<file path="config.mk">
export PLATFORM = sky130hd
export DESIGN_NAME = nspe_mul
export DESIGN_NICKNAME = d
export VERILOG_FILES = /design/src/nspe_pkg.sv /design/src/nspe_mul.sv
export SDC_FILE = /design/constraint.sdc
export NUM_CORES = 2
export LEC_CHECK = 0
export BUFFER_PORTS_ARGS = -buffer_cell sky130_fd_sc_hd__buf_4
export CORE_MARGIN = 2
export CORE_UTILIZATION = 50
export DETAILED_ROUTE_END_ITERATION = 8
export GPL_TIMING_DRIVEN = 0
export PLACE_DENSITY = 0.69
export SLEW_MARGIN = 5
export SYNTH_ARGS = -nofsm -noshare
export SYNTH_HDL_FRONTEND = slang
export SYNTH_SLANG_ARGS = --single-unit
</file>
<file path="constraint.sdc">
create_clock -name aclk -period 8.07 [get_ports aclk]
set_clock_uncertainty 0.1 [all_clocks]
set_input_delay 1.2105 -clock aclk [delete_from_list [all_inputs] [get_ports aclk]]
set_output_delay 1.2105 -clock aclk [all_outputs]
set_load 0.01 [all_outputs]
</file>
<file path="src/nspe_pkg.sv">
package nspe_pkg;

    localparam int MAX_DEG   = 3;
    localparam int MAX_CP_U  = 64;
    localparam int MAX_CP_V  = 64;
    localparam int KDEPTH_U  = MAX_CP_U + MAX_DEG + 1;
    localparam int KDEPTH_V  = MAX_CP_V + MAX_DEG + 1;
    localparam int KDEPTH    = (KDEPTH_U > KDEPTH_V) ? KDEPTH_U : KDEPTH_V;
    localparam int NET_DEPTH = MAX_CP_U * MAX_CP_V;
    localparam int MAX_CP    = (MAX_CP_U > MAX_CP_V) ? MAX_CP_U : MAX_CP_V;

    localparam int KAW  = $clog2(KDEPTH);
    localparam int NAW  = $clog2(NET_DEPTH);
    localparam int BIW  = $clog2(MAX_DEG + 1);
    localparam int CPW  = $clog2(MAX_CP);
    localparam int CNTW = 7;
    localparam int DEGW = 2;
    localparam int PAW  = 4;
    localparam int PDW  = 32;

    // Weighted sums of up to sixteen Q16.16 terms stay well inside 40 bits.
    localparam int SUM_W     = 40;
    localparam int DIV_NUM_W = 64;
    localparam int DIV_DEN_W = 40;

    localparam logic signed [31:0] ONE_Q30 = 32'sh4000_0000;

    typedef enum logic [1:0] {
        OP_LOAD_U  = 2'd0,
        OP_LOAD_V  = 2'd1,
        OP_LOAD_CP = 2'd2,
        OP_EVAL    = 2'd3
    } op_t;

    localparam logic [1:0] REG_DEG_U   = 2'd0;
    localparam logic [1:0] REG_DEG_V   = 2'd1;
    localparam logic [1:0] REG_COUNT_U = 2'd2;
    localparam logic [1:0] REG_COUNT_V = 2'd3;

    typedef struct packed {
        op_t                op;
        logic [11:0]        index;
        logic signed [31:0] knot;
        logic signed [31:0] cx;
        logic signed [31:0] cy;
        logic signed [31:0] cz;
        logic signed [31:0] cw;
        logic signed [31:0] u;
        logic signed [31:0] v;
    } in_item_t;

    typedef struct packed {
        logic signed [31:0] x;
        logic signed [31:0] y;
        logic signed [31:0] z;
        logic               bad_weight;
    } out_item_t;

    typedef struct packed {
        logic signed [31:0] a;
        logic signed [31:0] b;
        logic               sh30;
    } mul_req_t;

    function automatic logic signed [31:0] sat32(input logic signed [63:0] val);
        logic signed [31:0] res;
        if (val > 64'sd2147483647) begin
            res = 32'sh7FFF_FFFF;
        end else if (val < -64'sd2147483648) begin
            res = 32'sh8000_0000;
        end else begin
            res = val[31:0];
        end
        return res;
    endfunction

endpackage

</file>
<file path="src/nspe_mul.sv">
module nspe_mul (
    input  logic               aclk,
    input  nspe_pkg::mul_req_t req,
    output logic signed [63:0] scaled
);

    logic signed [63:0] prod_reg;
    logic               sh30_reg;
    logic signed [63:0] bias;

    always_ff @(posedge aclk) begin
        prod_reg <= 64'(req.a) * 64'(req.b);
        sh30_reg <= req.sh30;
    end

    // Scale down by 2^30 or 2^16, truncating toward zero.
    always_comb begin
        bias = '0;
        if (prod_reg < 0) begin
            bias = sh30_reg ? 64'sd1073741823 : 64'sd65535;
        end
        scaled = sh30_reg ? ((prod_reg + bias) >>> 30) : ((prod_reg + bias) >>> 16);
    end

endmodule

</file>
Yosys cells after proc, flatten, opt, wreduce, memory -nomap -nowiden:

Index checks and enable logic that the tools add are counted.

* bits of input ports: 66
* word-level logic and storage cells: 8
* register bits after elaboration: 65

* multipliers: 1
* muxes and demuxes: 3
* $lt $le $gt $ge: 1
* $add $sub $neg: 1

Operators by type and width (number)
* adder 64 x 31 -> 64 bit: 1
* less-than comparator 64 x 1 -> 1 bit (second input constant): 1
* multiplier 32 x 32 -> 64 bit: 1
* 2-to-1 mux 30 bit: 2
* 2-to-1 mux 47 bit: 1

Depth between registers and ports, before layout:

* word-level depth: 4
* mapped depth: 28
* depth with buffers taken out: 26

Worst setup path after synthesis:

OpenSTA, ideal clock, no wires.

* kind: input port to flip-flop
* start point: input req[64] in the netlist's numbering
* end point: register prod_reg[59]
* buffers on the path: 2
* stages: 28
* data required time: 7.898 ns
* arrival time: 8.330 ns
* library setup time: 0.072 ns
* slack: -0.433 ns
* cell sequence: clkbuf_1 > nand2_1 > inv_1 > fa_1 > inv_1 > fa_1 > inv_1 > fa_1 > fa_1 > inv_1 > fa_1 > inv_1 > fa_1 > inv_1 > fa_1 > inv_1 > fa_1 > ha_1 > clkbuf_1 > a21o_1 > a21o_1 > a21oi_1 > and3_1 > o21ai_0 > o21ai_0 > a31oi_1 > a311oi_1 > xnor2_1

* cells in the longest elaborated chain, start to end: 1

RTL lines
* start, declared: line nspe_mul.sv:3 `input nspe_pkg::mul_req_t req,`
* multiplier 32 x 32 -> 64 bit: line nspe_mul.sv:12 `prod_reg <= 64'(req.a) * 64'(req.b);`
* end signal, assigned: line nspe_mul.sv:12
* end, declared: line nspe_mul.sv:7 `logic signed [63:0] prod_reg;`

No other way between the ends.

Final worst setup path:

* start point: input req[8] in the netlist's numbering
* end point: register prod_reg[62]

The elaborated chain is that of the path after synthesis.

==> impl_metrics.tcl <==
set metrics [dict create \
    status "finished with violations" \
    violations "negative setup slack" \
    worst-endpoint-arrival_ns 8.44 \
    ys_warn_count 0 \
    max_cap_viol_count 0 \
    cp-end-kind "flip-flop" \
    die_w_um 286 \
    avgSynthCellArea_um2 9.22 \
    max_slew_margin_pct 24.2 \
    antenna_found_initial 19 \
    synth-seq-cells 65 \
    period_minus_slack_ns 8.34 \
    layout-drive-gt1-share_pct 15.5 \
    synthDominantCellAreaShare_pct 54.3 \
    synthFlopType "dfxtp_1" \
    vias 31800 \
    max_freq_mhz 120 \
    period_share_pct 103 \
    cts_root_buffer "clkbuf_16" \
    wl_um 144000 \
    critical_path.max_fanout 5 \
    register_area_mm2 0.00130 \
    dpl.hpwl_um 117000 \
    cts_buffers 9 \
    wl_per_cell_um 25.4 \
    cts_tree "built" \
    cp_data_required_time_ns 8.17 \
    whs_path_depth 1 \
    setup_viol 14 \
    holdCritPathClass "primary input to flip-flop" \
    chipHeight_um 286 \
    layout.cells.most_common "fa_1" \
    vias_per_cell 5.62 \
    syn_inst 4325 \
    fin_nets 5951 \
    grt_max_degree 23 \
    worst_pin_slew_ns 1.13 \
    n_fill_cell 6844 \
    cts_buffer_depth 2 \
    largest_reg_flops 64 \
    yosysTopAreaCell "fa_1" \
    start_util_pct 50.5 \
    grt_pass1_wl_um 216000 \
    rows 103 \
    dr.pass1.iters 5 \
    first_iter_violations 2780 \
    grtUsageTotal_pct 36.4 \
    port_buffers 129 \
    fp.coreArea_mm2 0.0790 \
    synth.distinct_cells 67 \
    yosysSeqAreaShare_pct 3.26 \
    hold_start "req[0]" \
    area_delta_synth_final_pct 16.9 \
    grt_overflow_total 0 \
    grt_pass1_vias 35100 \
    synth_edf_count 0 \
    pre_cts_ws_ns -1.86 \
    syn_area_mm2 0.0399 \
    layout_common_cells "fa_1, inv_1, nand2_1, and2_1, buf_4" \
    layout_setup_ws_ns -0.273 \
    synth_nets 5686 \
    cts_num_sinks 65 \
    drcViolationCount 0 \
    die-area_mm2 0.0820 \
    ant_nets 0 \
    grt_setup_unrepaired "yes" \
    gp_congestion 1.03 \
    async_reset_ff_share_pct 0 \
    synthTopCellsByArea "fa_1, inv_1, and2_1, ha_1, nand2_1" \
    multi_input_area_mm2 0.0348 \
    min_to "sh30_reg" \
    hold_viol 0 \
    drv_slew 0 \
    clk_pin_slew_worst_paths_ns 0.05 \
    crit_type "primary input to flip-flop" \
    h-tree-depth 3 \
    cp-start-kind "primary input" \
    ios 130 \
]
-- cell usage after synthesis (8+ instances only) --
master    instances
fa_1           1082
inv_1          1029
nand2_1         580
and2_1          486
clkbuf_1        214
ha_1            213
nor2_1           84
a21oi_1          77
xnor2_1          66
dfxtp_1          65
o21ai_0          48
xor2_1           47
a21o_1           46
nand3_1          32
and3_1           25
mux2i_1          21
nand4_1          20
buf_4            16
nand2b_1         14
nor3_1           13
a211oi_1         12
o21ai_1          12
a31oi_1          10
nor2b_1           9
o21a_1            9
or3_1             9
o211ai_1          8
o21bai_1          8
-- stage by stage --
| step | utilization [%] | setup TNS [ns] | cell area, um^2 | hold WS [ns] | std cells |
|---|---|---|---|---|---|
| 5_1_grt | 59.0 | -3.47 | 46600 | 0.869 | 5649 |
| 6_report | 59.0 | -1.88 | 46600 | 0.877 | 5660 |
| 3_5_place_dp | 53.6 | -48.36 | 42300 | 1.22 | 5504 |
| 4_1_cts | 58.3 | -1.08 | 46100 | 0.862 | 5623 |
| 3_3_place_gp | 53.6 | -47.55 | 42300 | 1.22 | 5504 |
| 2_1_floorplan | - | -0.650 | 40000 | 1.14 | 4325 |
-- worst max-delay path by stage --
stage / from / to / slack (ns)
floorplan: req[8] / prod_reg[59] / -0.22
global placement: req[10] / prod_reg[59] / -1.82
detailed placement: req[10] / prod_reg[59] / -1.86
CTS: req[8] / prod_reg[62] / -0.16
global route: req[8] / prod_reg[62] / -0.35
finish: req[8] / prod_reg[62] / -0.27
-- layer usage --
| metal | track usage, % | part of all wire, % |
|---|---|---|
| met1 | 44.2 | 35 |
| met4 | 28.7 | 10 |
| met2 | 56.9 | 45 |
| met3 | 7.44 | 10 |
| met5 | 0 | 0.038 |
-- logic make-up after synthesis --
| logic type | share of synthesized area (%) |
|---|---|
| adders and majority gates | 61.0 |
| muxes | 0.618 |
| DFF | 3.26 |
| AOI/OAI and AO/OA | 4.44 |
| and+or+nand+nor | 16.1 |
| buffers and inverters | 12.1 |
| xor gates and xnor gates | 2.48 |
-- worst max-delay path, stage by stage --
cell       delay (ns)
buf_12           0.11
clkbuf_16        0.17
buf_6            0.13
and2_4           0.15
fa_2             0.54
fa_2             0.45
fa_1             0.53
inv_2            0.04
fa_1             0.50
inv_2            0.04
fa_1             0.47
fa_2             0.56
fa_2             0.49
fa_2             0.70
ha_4             0.25
and3_4           0.19
a221oi_4         0.25
o221ai_2         0.18
or4_4            0.48
o2111ai_4        0.31
a21oi_4          0.11
nor2_4           0.16
buf_4            0.15
o41ai_4          0.06
xor2_2           0.17
-- cell type report --
type	count	area share [%]
multi-input combinational	2997	74.6
clock buffer	13	0.537
clock inverter	3	0.0859
sequential	65	2.79
antenna	15	0.0805
inverter	1030	8.33
timing repair buffer	268	4.88
buffer	219	5.86
tap	1050	2.82
-- repair_timing --
item                       4_1_cts  5_1_grt
cloned                           1        1
gates resized for setup        670      104
pin swaps                      165       48
hold buffers                     0        0
hold endpoints to repair         0        0
setup endpoints to repair       38       25
setup buffers                  114       24
Power is left out: the tool's default activity adds up to more than one toggle a clock period on the data nets, which glitch-free logic cannot reach.
