`src/nspe_pkg.sv`:
```
package nspe_pkg;

    localparam int MAX_DEG   = 3;
    localparam int MAX_CP_U  = 64;
    localparam int MAX_CP_V  = 64;
    localparam int KDEPTH_U  = MAX_CP_U + MAX_DEG + 1;
    localparam int KDEPTH_V  = MAX_CP_V + MAX_DEG + 1;
    localparam int KDEPTH    = (KDEPTH_U > KDEPTH_V) ? KDEPTH_U : KDEPTH_V;
    localparam int NET_DEPTH = MAX_CP_U * MAX_CP_V;
    localparam int MAX_CP    = (MAX_CP_U > MAX_CP_V) ? MAX_CP_U : MAX_CP_V;

    localparam int KAW  = $clog2(KDEPTH);
    localparam int NAW  = $clog2(NET_DEPTH);
    localparam int BIW  = $clog2(MAX_DEG + 1);
    localparam int CPW  = $clog2(MAX_CP);
    localparam int CNTW = 7;
    localparam int DEGW = 2;
    localparam int PAW  = 4;
    localparam int PDW  = 32;

    // Weighted sums of up to sixteen Q16.16 terms stay well inside 40 bits.
    localparam int SUM_W     = 40;
    localparam int DIV_NUM_W = 64;
    localparam int DIV_DEN_W = 40;

    localparam logic signed [31:0] ONE_Q30 = 32'sh4000_0000;

    typedef enum logic [1:0] {
        OP_LOAD_U  = 2'd0,
        OP_LOAD_V  = 2'd1,
        OP_LOAD_CP = 2'd2,
        OP_EVAL    = 2'd3
    } op_t;

    localparam logic [1:0] REG_DEG_U   = 2'd0;
    localparam logic [1:0] REG_DEG_V   = 2'd1;
    localparam logic [1:0] REG_COUNT_U = 2'd2;
    localparam logic [1:0] REG_COUNT_V = 2'd3;

    typedef struct packed {
        op_t                op;
        logic [11:0]        index;
        logic signed [31:0] knot;
        logic signed [31:0] cx;
        logic signed [31:0] cy;
        logic signed [31:0] cz;
        logic signed [31:0] cw;
        logic signed [31:0] u;
        logic signed [31:0] v;
    } in_item_t;

    typedef struct packed {
        logic signed [31:0] x;
        logic signed [31:0] y;
        logic signed [31:0] z;
        logic               bad_weight;
    } out_item_t;

    typedef struct packed {
        logic signed [31:0] a;
        logic signed [31:0] b;
        logic               sh30;
    } mul_req_t;

    function automatic logic signed [31:0] sat32(input logic signed [63:0] val);
        logic signed [31:0] res;
        if (val > 64'sd2147483647) begin
            res = 32'sh7FFF_FFFF;
        end else if (val < -64'sd2147483648) begin
            res = 32'sh8000_0000;
        end else begin
            res = val[31:0];
        end
        return res;
    endfunction

endpackage

```
`src/nspe_div.sv`:
```
module nspe_div (
    input  logic                                      aclk,
    input  logic                                      aresetn,
    input  logic                                      start,
    input  logic signed [nspe_pkg::DIV_NUM_W-1:0]     num,
    input  logic signed [nspe_pkg::DIV_DEN_W-1:0]     den,
    output logic                                      done,
    output logic signed [nspe_pkg::DIV_NUM_W-1:0]     quot
);

    localparam int NW = nspe_pkg::DIV_NUM_W;
    localparam int DW = nspe_pkg::DIV_DEN_W;
    localparam int CW = $clog2(NW + 1);

    logic                busy_reg;
    logic                done_reg;
    logic [CW-1:0]       cnt_reg;
    logic                neg_reg;
    logic [NW-1:0]       nmag_reg;
    logic [DW-1:0]       dmag_reg;
    logic [DW-1:0]       rem_reg;
    logic [DW:0]         rem_sh;
    logic                ge;

    // Restoring division on magnitudes, one quotient bit per cycle.
    assign rem_sh = {rem_reg, nmag_reg[NW-1]};
    assign ge     = (rem_sh >= {1'b0, dmag_reg});

    always_ff @(posedge aclk) begin
        if (!aresetn) begin
            busy_reg <= 1'b0;
            done_reg <= 1'b0;
        end else begin
            done_reg <= busy_reg && (cnt_reg == CW'(1));
            if (start) begin
                busy_reg <= 1'b1;
            end else if (busy_reg && (cnt_reg == CW'(1))) begin
                busy_reg <= 1'b0;
            end
        end
        if (start) begin
            cnt_reg  <= CW'(NW);
            neg_reg  <= num[NW-1] ^ den[DW-1];
            nmag_reg <= num[NW-1] ? NW'(-num) : NW'(num);
            dmag_reg <= den[DW-1] ? DW'(-den) : DW'(den);
            rem_reg  <= '0;
        end else if (busy_reg) begin
            cnt_reg  <= cnt_reg - CW'(1);
            nmag_reg <= {nmag_reg[NW-2:0], ge};
            rem_reg  <= ge ? DW'(rem_sh - {1'b0, dmag_reg}) : rem_sh[DW-1:0];
        end
    end

    assign done = done_reg;
    assign quot = neg_reg ? -$signed(nmag_reg) : $signed(nmag_reg);

endmodule

```
`config.mk`:
```
export PLATFORM = sky130hd
export DESIGN_NAME = nspe_div
export DESIGN_NICKNAME = d
export VERILOG_FILES = /design/src/nspe_pkg.sv /design/src/nspe_div.sv
export SDC_FILE = /design/constraint.sdc
export NUM_CORES = 1
export LEC_CHECK = 0
export BUFFER_PORTS_ARGS = -buffer_cell sky130_fd_sc_hd__buf_4
export CAP_MARGIN = 25
export CORE_MARGIN = 1
export CORE_UTILIZATION = 60
export CTS_BUF_LIST = sky130_fd_sc_hd__clkbuf_4 sky130_fd_sc_hd__clkbuf_8
export DETAILED_ROUTE_END_ITERATION = 16
export GPL_TIMING_DRIVEN = 0
export HOLD_SLACK_MARGIN = 0.06
export PLACE_DENSITY = 0.86
export SLEW_MARGIN = 25
export SYNTH_ARGS = -nofsm -noshare
export SYNTH_HDL_FRONTEND = slang
export SYNTH_SLANG_ARGS = --single-unit
```
`constraint.sdc`:
```
create_clock -name aclk -period 11.1 [get_ports aclk]
set_input_delay 2.22 -clock aclk [delete_from_list [all_inputs] [get_ports aclk]]
set_output_delay 2.22 -clock aclk [all_outputs]
set_load 0.03 [all_outputs]
```
# Yosys cells after proc, flatten, opt, wreduce, memory -nomap -nowiden

Cells that the tools add are included.

$add $sub $neg: 5
Magnitude comparators: 1
Equality and inequality tests: 1
Multiplexer cells: 8
Bitwise gates (word level): 1
Reduce and logical (&&, ||, !) cells: 3

Operator list:

| kind                | number |
|---|---|
| $mux 64             | 4 |
| $neg 64->64         | 2 |
| $ge 41x40->1        | 1 |
| $mux 40             | 1 |
| $neg 40->40         | 1 |
| $sub 40x40->40      | 1 |
| $mux 39             | 1 |
| $eq 7x1->1 const B  | 1 |
| $sub 7x1->7 const B | 1 |
| $reduce_bool 2->1   | 2 |
| $mux 1              | 2 |
| $logic_and 1x1->1   | 1 |
| $xor 1x1->1         | 1 |

Flip-flop bits (word level): 154
Bits of input ports: 107
Output and inout port bits: 65
Logic and storage cells: 27

# Longest topological paths before layout

Word-level depth: 4
Depth in mapped cells: 12
Depth with buffers taken out: 11

# Worst setup path before layout

OpenSTA, ideal clock, no wires.

Path kind: reg-to-output
From: register nmag_reg[44]
To: output quot[61] (netlist name)
Data arrival time: 3,695 ps
Required time: 8,880 ps
Setup slack: 5,185 ps
Stages on the path, launching flop included: 9
Path buffers: 0
Path through: edfxtp_1 or4_4 or4_4 or4_4 or3_4 or4_4 or4_4 o41ai_4 xnor2_1

Word-level cells in the longest chain between the ends: 2

RTL lines:

| element                | RTL line       | source |
|---|---|---|
| from (decl)            | nspe_div.sv:19 | `logic [NW-1:0] nmag_reg;` |
| from (signal assigned) | nspe_div.sv:44 | `nmag_reg <= num[NW-1] ? NW'(-num) : NW'(num);` |
| from (signal assigned) | nspe_div.sv:49 | `nmag_reg <= {nmag_reg[NW-2:0], ge};` |
| $neg 64->64            | nspe_div.sv:55 | `assign quot = neg_reg ? -$signed(nmag_reg) : $signed(nmag_reg);` |
| $mux 64                | nspe_div.sv:55 |  |
| to (decl)              | nspe_div.sv:8  | `output logic signed [nspe_pkg::DIV_NUM_W-1:0] quot` |

Every way passes these cells.

# Final worst setup path

From: register nmag_reg[5]
To: output quot[58] (netlist name)

Same word-level chain as after synthesis.

==> impl_summary.log <==
INFO  metric initialDrtViolationCount = approximately 1600
INFO  metric die_h = 144 µm
INFO  metric route.layer.met1.wl = around 16000 µm
INFO  metric finClkSkew = between 0.015 and 0.02 ns
INFO  metric globalRouteTotalUtil = 0.361
INFO  metric leakagePower = between 5 and 6 nW
INFO  metric final.setup.worst_slack = roughly 4.2 ns
INFO  metric timing.max_cap.violations = 0
INFO  metric finalHoldViolCount = 0
INFO  metric critical-path-slowest-cell = sky130_fd_sc_hd__or4_1
INFO  metric synth_cells = 1425
INFO  metric final_net_count = between 1500 and 2000
INFO  metric rr_endpoint = rem_reg[4]$_SDFFE_PP0P_
INFO  metric worst-r2r-cell-count = 12
INFO  metric design.portCount = around 170
INFO  metric synthArstFlopShare = 0
INFO  metric synth_cell_types = 69
INFO  metric syn_area_per_cell = approximately 8.5 µm²
INFO  metric cts-resized-gates = 0
INFO  metric die_extent_in_x = roughly 140 µm
INFO  metric power_density = roughly 140 nW/µm²
INFO  metric cpLargestDelayFamily = simple AND/OR/NAND/NOR gates
INFO  metric total_setup_buffers_inserted_after_cts = 0
INFO  metric drt_total_wl = between 30000 and 40000 µm
INFO  metric timing_worst_slew_pin_value = ~0.93 ns
INFO  metric syn2layout_area_growth = 16.6%
INFO  metric criticalPathCategory = flop to output pin
INFO  metric status = finished, final reports clean
INFO  metric final_cell_count_no_fill = 1893
INFO  metric hpwl = 28400 µm
INFO  metric top_signal_layer_used = met4
INFO  metric yosys_warnings = 0
INFO  metric gp_routability_congestion = ~0.95
INFO  metric postSynth.topFlopCell = sky130_fd_sc_hd__edfxtp_1
INFO  metric proportion_of_layout_cells_with_a_drive_suffix_above_1 = 0.147
INFO  metric rsz0062_at_grt = false
INFO  metric period_minus_slack = around 6.9 ns
INFO  metric rows = between 50 and 60
INFO  metric aggregate_global_routing_overflow = 0
INFO  metric final_max_slew_viol_count = 0
INFO  metric cp-endpoint = quot[58]
INFO  metric place.port_buffers = 170
INFO  metric reg2reg_slack = around 7.0 ns
INFO  metric max_slew_margin = 0.380
INFO  metric tritoncts_clock_tree = done
INFO  metric first_global_vias = approximately 11000
INFO  metric worstPathRequired = roughly 8.9 ns
INFO  metric htreeDepth = 4
INFO  metric p_total = about 1.9 mW
INFO  metric grt_first_pass_wirelength = 58100 µm
INFO  metric peakVddDrop = a little under 0.09 mV
INFO  metric final.setup.tns = 0 ns
INFO  metric wl_met3 = roughly 3800 µm
INFO  metric timing.fmax = approximately 0.15 GHz
INFO  metric area_of_the_core = between 15000 and 20000 µm²
INFO  metric nFillCells = 1548
INFO  metric worst-path-max-fanout = 10
INFO  metric cts_hold_buffers = 0
INFO  metric diode_insertion_count_for_antenna_repair = 0
INFO  metric cts_buffers = 17
INFO  metric clock_slew_at_the_register_clock_pins_of_the_worst_setup_and_hold_paths = around 0.090 ns
INFO  metric synth.yosys.seq_area_share = 0.340
INFO  metric placed_cell_area = ~14000 µm²
INFO  metric critPathMostFrequentCell = sky130_fd_sc_hd__or4_1
INFO  metric finalInstanceArea = roughly 14000 µm²
INFO  metric clock_buffer_depth = 2
INFO  metric arrival = 4.64 ns
INFO  metric ctsRootBufferMaster = sky130_fd_sc_hd__clkbuf_8
INFO  metric per_cell_routed_wire_length = 19.9 µm
INFO  metric die_area = 20800 µm²
INFO  metric detail_route.drc_violations = 0
INFO  metric postSynthNetCount = 1578
INFO  metric syn_std_cell_area = 12200 µm²
INFO  metric min_period_over_period = 0.618
INFO  metric final_antenna_net_count = 0
INFO  metric critical-path-max-stage-delay = slightly above 0.6 ns
INFO  metric initial_core_util = 0.618
INFO  metric postSynthRegisterBits = between 150 and 200
INFO  metric cp-end-kind = output pin
INFO  metric drt_pre_antenna_iters = 9
INFO  metric setup.worst_path.start = nmag_reg[5]$_DFFE_PP_
INFO  metric grt_antenna_before_repair = 0
INFO  metric vias = around 12000
INFO  metric synth_enable_flop_cells = about 110
INFO  metric crit_path_cell_trace = or4_1, nor4_1, or4bb_1, or4_1, nor2_1, nand2_1, clkbuf_1, o41ai_1, xnor2_1, buf_4
INFO  metric startpoint_type = flop
INFO  metric hp-class = flop to flop
INFO  metric final-setup-viol-count = 0
INFO  metric rr_startpoint = dmag_reg[6]$_DFFE_PP_
INFO  metric clkSinkCount = 154
INFO  metric total_met2_wirelength_after_detailed_routing = roughly 17000 µm
INFO  metric pre_cts_slack = 4.81 ns
INFO  metric clk-insertion-delay-late = ~0.48 ns
INFO  metric count_of_buffering_cells_on_the_critical_path_with_inverters_included = 2
INFO  metric dpl.cell_count = about 1900
INFO  metric pin_count_of_the_biggest_net_entering_global_routing = 43
INFO  metric crit_cells = 10
INFO  metric number_of_flip_flops_in_the_largest_register = 64
INFO  metric via_per_inst = about 6.5
==> cells in the mapped netlist, types with 20 or more instances <==
library cell	n	area share
sky130_fd_sc_hd__nand3_1	41	0.017
sky130_fd_sc_hd__or3_1	22	0.011
sky130_fd_sc_hd__a311oi_1	29	0.021
sky130_fd_sc_hd__o31ai_1	47	0.029
sky130_fd_sc_hd__nor2_1	125	0.039
sky130_fd_sc_hd__a21oi_1	114	0.047
sky130_fd_sc_hd__inv_1	66	0.020
sky130_fd_sc_hd__nor3_1	20	0.0082
sky130_fd_sc_hd__or4_1	26	0.016
sky130_fd_sc_hd__o21ai_0	111	0.046
sky130_fd_sc_hd__edfxtp_1	105	0.26
sky130_fd_sc_hd__xnor2_1	121	0.087
sky130_fd_sc_hd__xor2_1	72	0.052
sky130_fd_sc_hd__o41ai_1	30	0.022
sky130_fd_sc_hd__dfxtp_1	49	0.081
sky130_fd_sc_hd__nand2_1	97	0.030
sky130_fd_sc_hd__ha_1	45	0.046
sky130_fd_sc_hd__clkbuf_1	73	0.023
==> how the worst min path moves through the flow <==
| stage | startpoint | to | depth (start not counted) |
|---|---|---|---|
| floorplan | rem_reg[32]$_SDFFE_PP0P_ | rem_reg[33]$_SDFFE_PP0P_ | 2 |
| global placement | rem_reg[32]$_SDFFE_PP0P_ | rem_reg[33]$_SDFFE_PP0P_ | 2 |
| detailed placement | rem_reg[32]$_SDFFE_PP0P_ | rem_reg[33]$_SDFFE_PP0P_ | 2 |
| CTS | rem_reg[32]$_SDFFE_PP0P_ | rem_reg[33]$_SDFFE_PP0P_ | 2 |
| global route | rem_reg[18]$_SDFFE_PP0P_ | rem_reg[19]$_SDFFE_PP0P_ | 2 |
| finish | rem_reg[32]$_SDFFE_PP0P_ | rem_reg[33]$_SDFFE_PP0P_ | 2 |
==> worst min-delay path: cells and delay by family, from the launching register on <==
family	cells	cell delay (ns)
flops	1	0.33
simple gates	1	0.08
compound gates	1	0.07
==> stage by stage <==
| step | util | hold WS, ns |
|---|---|---|
| 2_1_floorplan | - | 0.461 |
| 3_3_place_gp | 0.700 | 0.481 |
| 3_5_place_dp | 0.701 | 0.498 |
| 4_1_cts | 0.721 | 0.505 |
| 5_1_grt | 0.721 | 0.532 |
| 6_report | 0.721 | 0.515 |
==> logic make-up after synthesis <==
| group | synth area share |
|---|---|
| buffers and inverters | 0.0484 |
| XOR/XNOR | 0.139 |
| AO/OA/AOI/OAI | 0.230 |
| multiplexers | 0.00597 |
| adder cells (fa/ha/maj) | 0.0480 |
| AND/OR/NAND/NOR | 0.188 |
| flip-flops | 0.340 |
==> power by group <==
| part | switching [mW] | internal, mW |
|---|---|---|
| registers | 0.0579 | 0.685 |
| logic | 0.461 | 0.286 |
| clock network | 0.234 | 0.199 |
| total | 0.752 | 1.17 |
==> placed cells by master (no fill, tap or decap), drive strengths merged, types with 7 or more instances in the layout <==
| cell | instances |
|---|---|
| a211oi | 7 |
| a21o | 18 |
| a21oi | 114 |
| a311oi | 29 |
| a41oi | 7 |
| and2 | 7 |
| and3 | 10 |
| buf | 180 |
| clkbuf | 91 |
| dfxtp | 49 |
| edfxtp | 105 |
| ha | 45 |
| inv | 68 |
| nand2 | 97 |
| nand2b | 14 |
| nand3 | 41 |
| nand4 | 18 |
| nor2 | 125 |
| nor2b | 11 |
| nor3 | 20 |
| nor4 | 17 |
| o211ai | 8 |
| o21ai | 111 |
| o21bai | 9 |
| o31ai | 48 |
| o41ai | 31 |
| or2 | 13 |
| or3 | 23 |
| or4 | 32 |
| xnor2 | 121 |
| xor2 | 72 |
==> cell type report <==
cell class	instances	area, µm²	share of cell area
multi-input combinational	1122	7430	0.525
sequential	154	4130	0.292
timing repair buffer	171	1300	0.0915
buffer	83	340	0.0240
tap	265	332	0.0234
inverter	66	250	0.0177
clock buffer	17	234	0.0165
clock inverter	15	151	0.0107
==> metal layers <==
layer / up-vias / track usage
li1: 5684 / -
met1: 5829 / 0.512
met2: 760 / 0.554
met3: 96 / 0.0487
met4: 0 / 0.146
met5: - / 0
No activity file was read; power rests on OpenSTA's default activity.
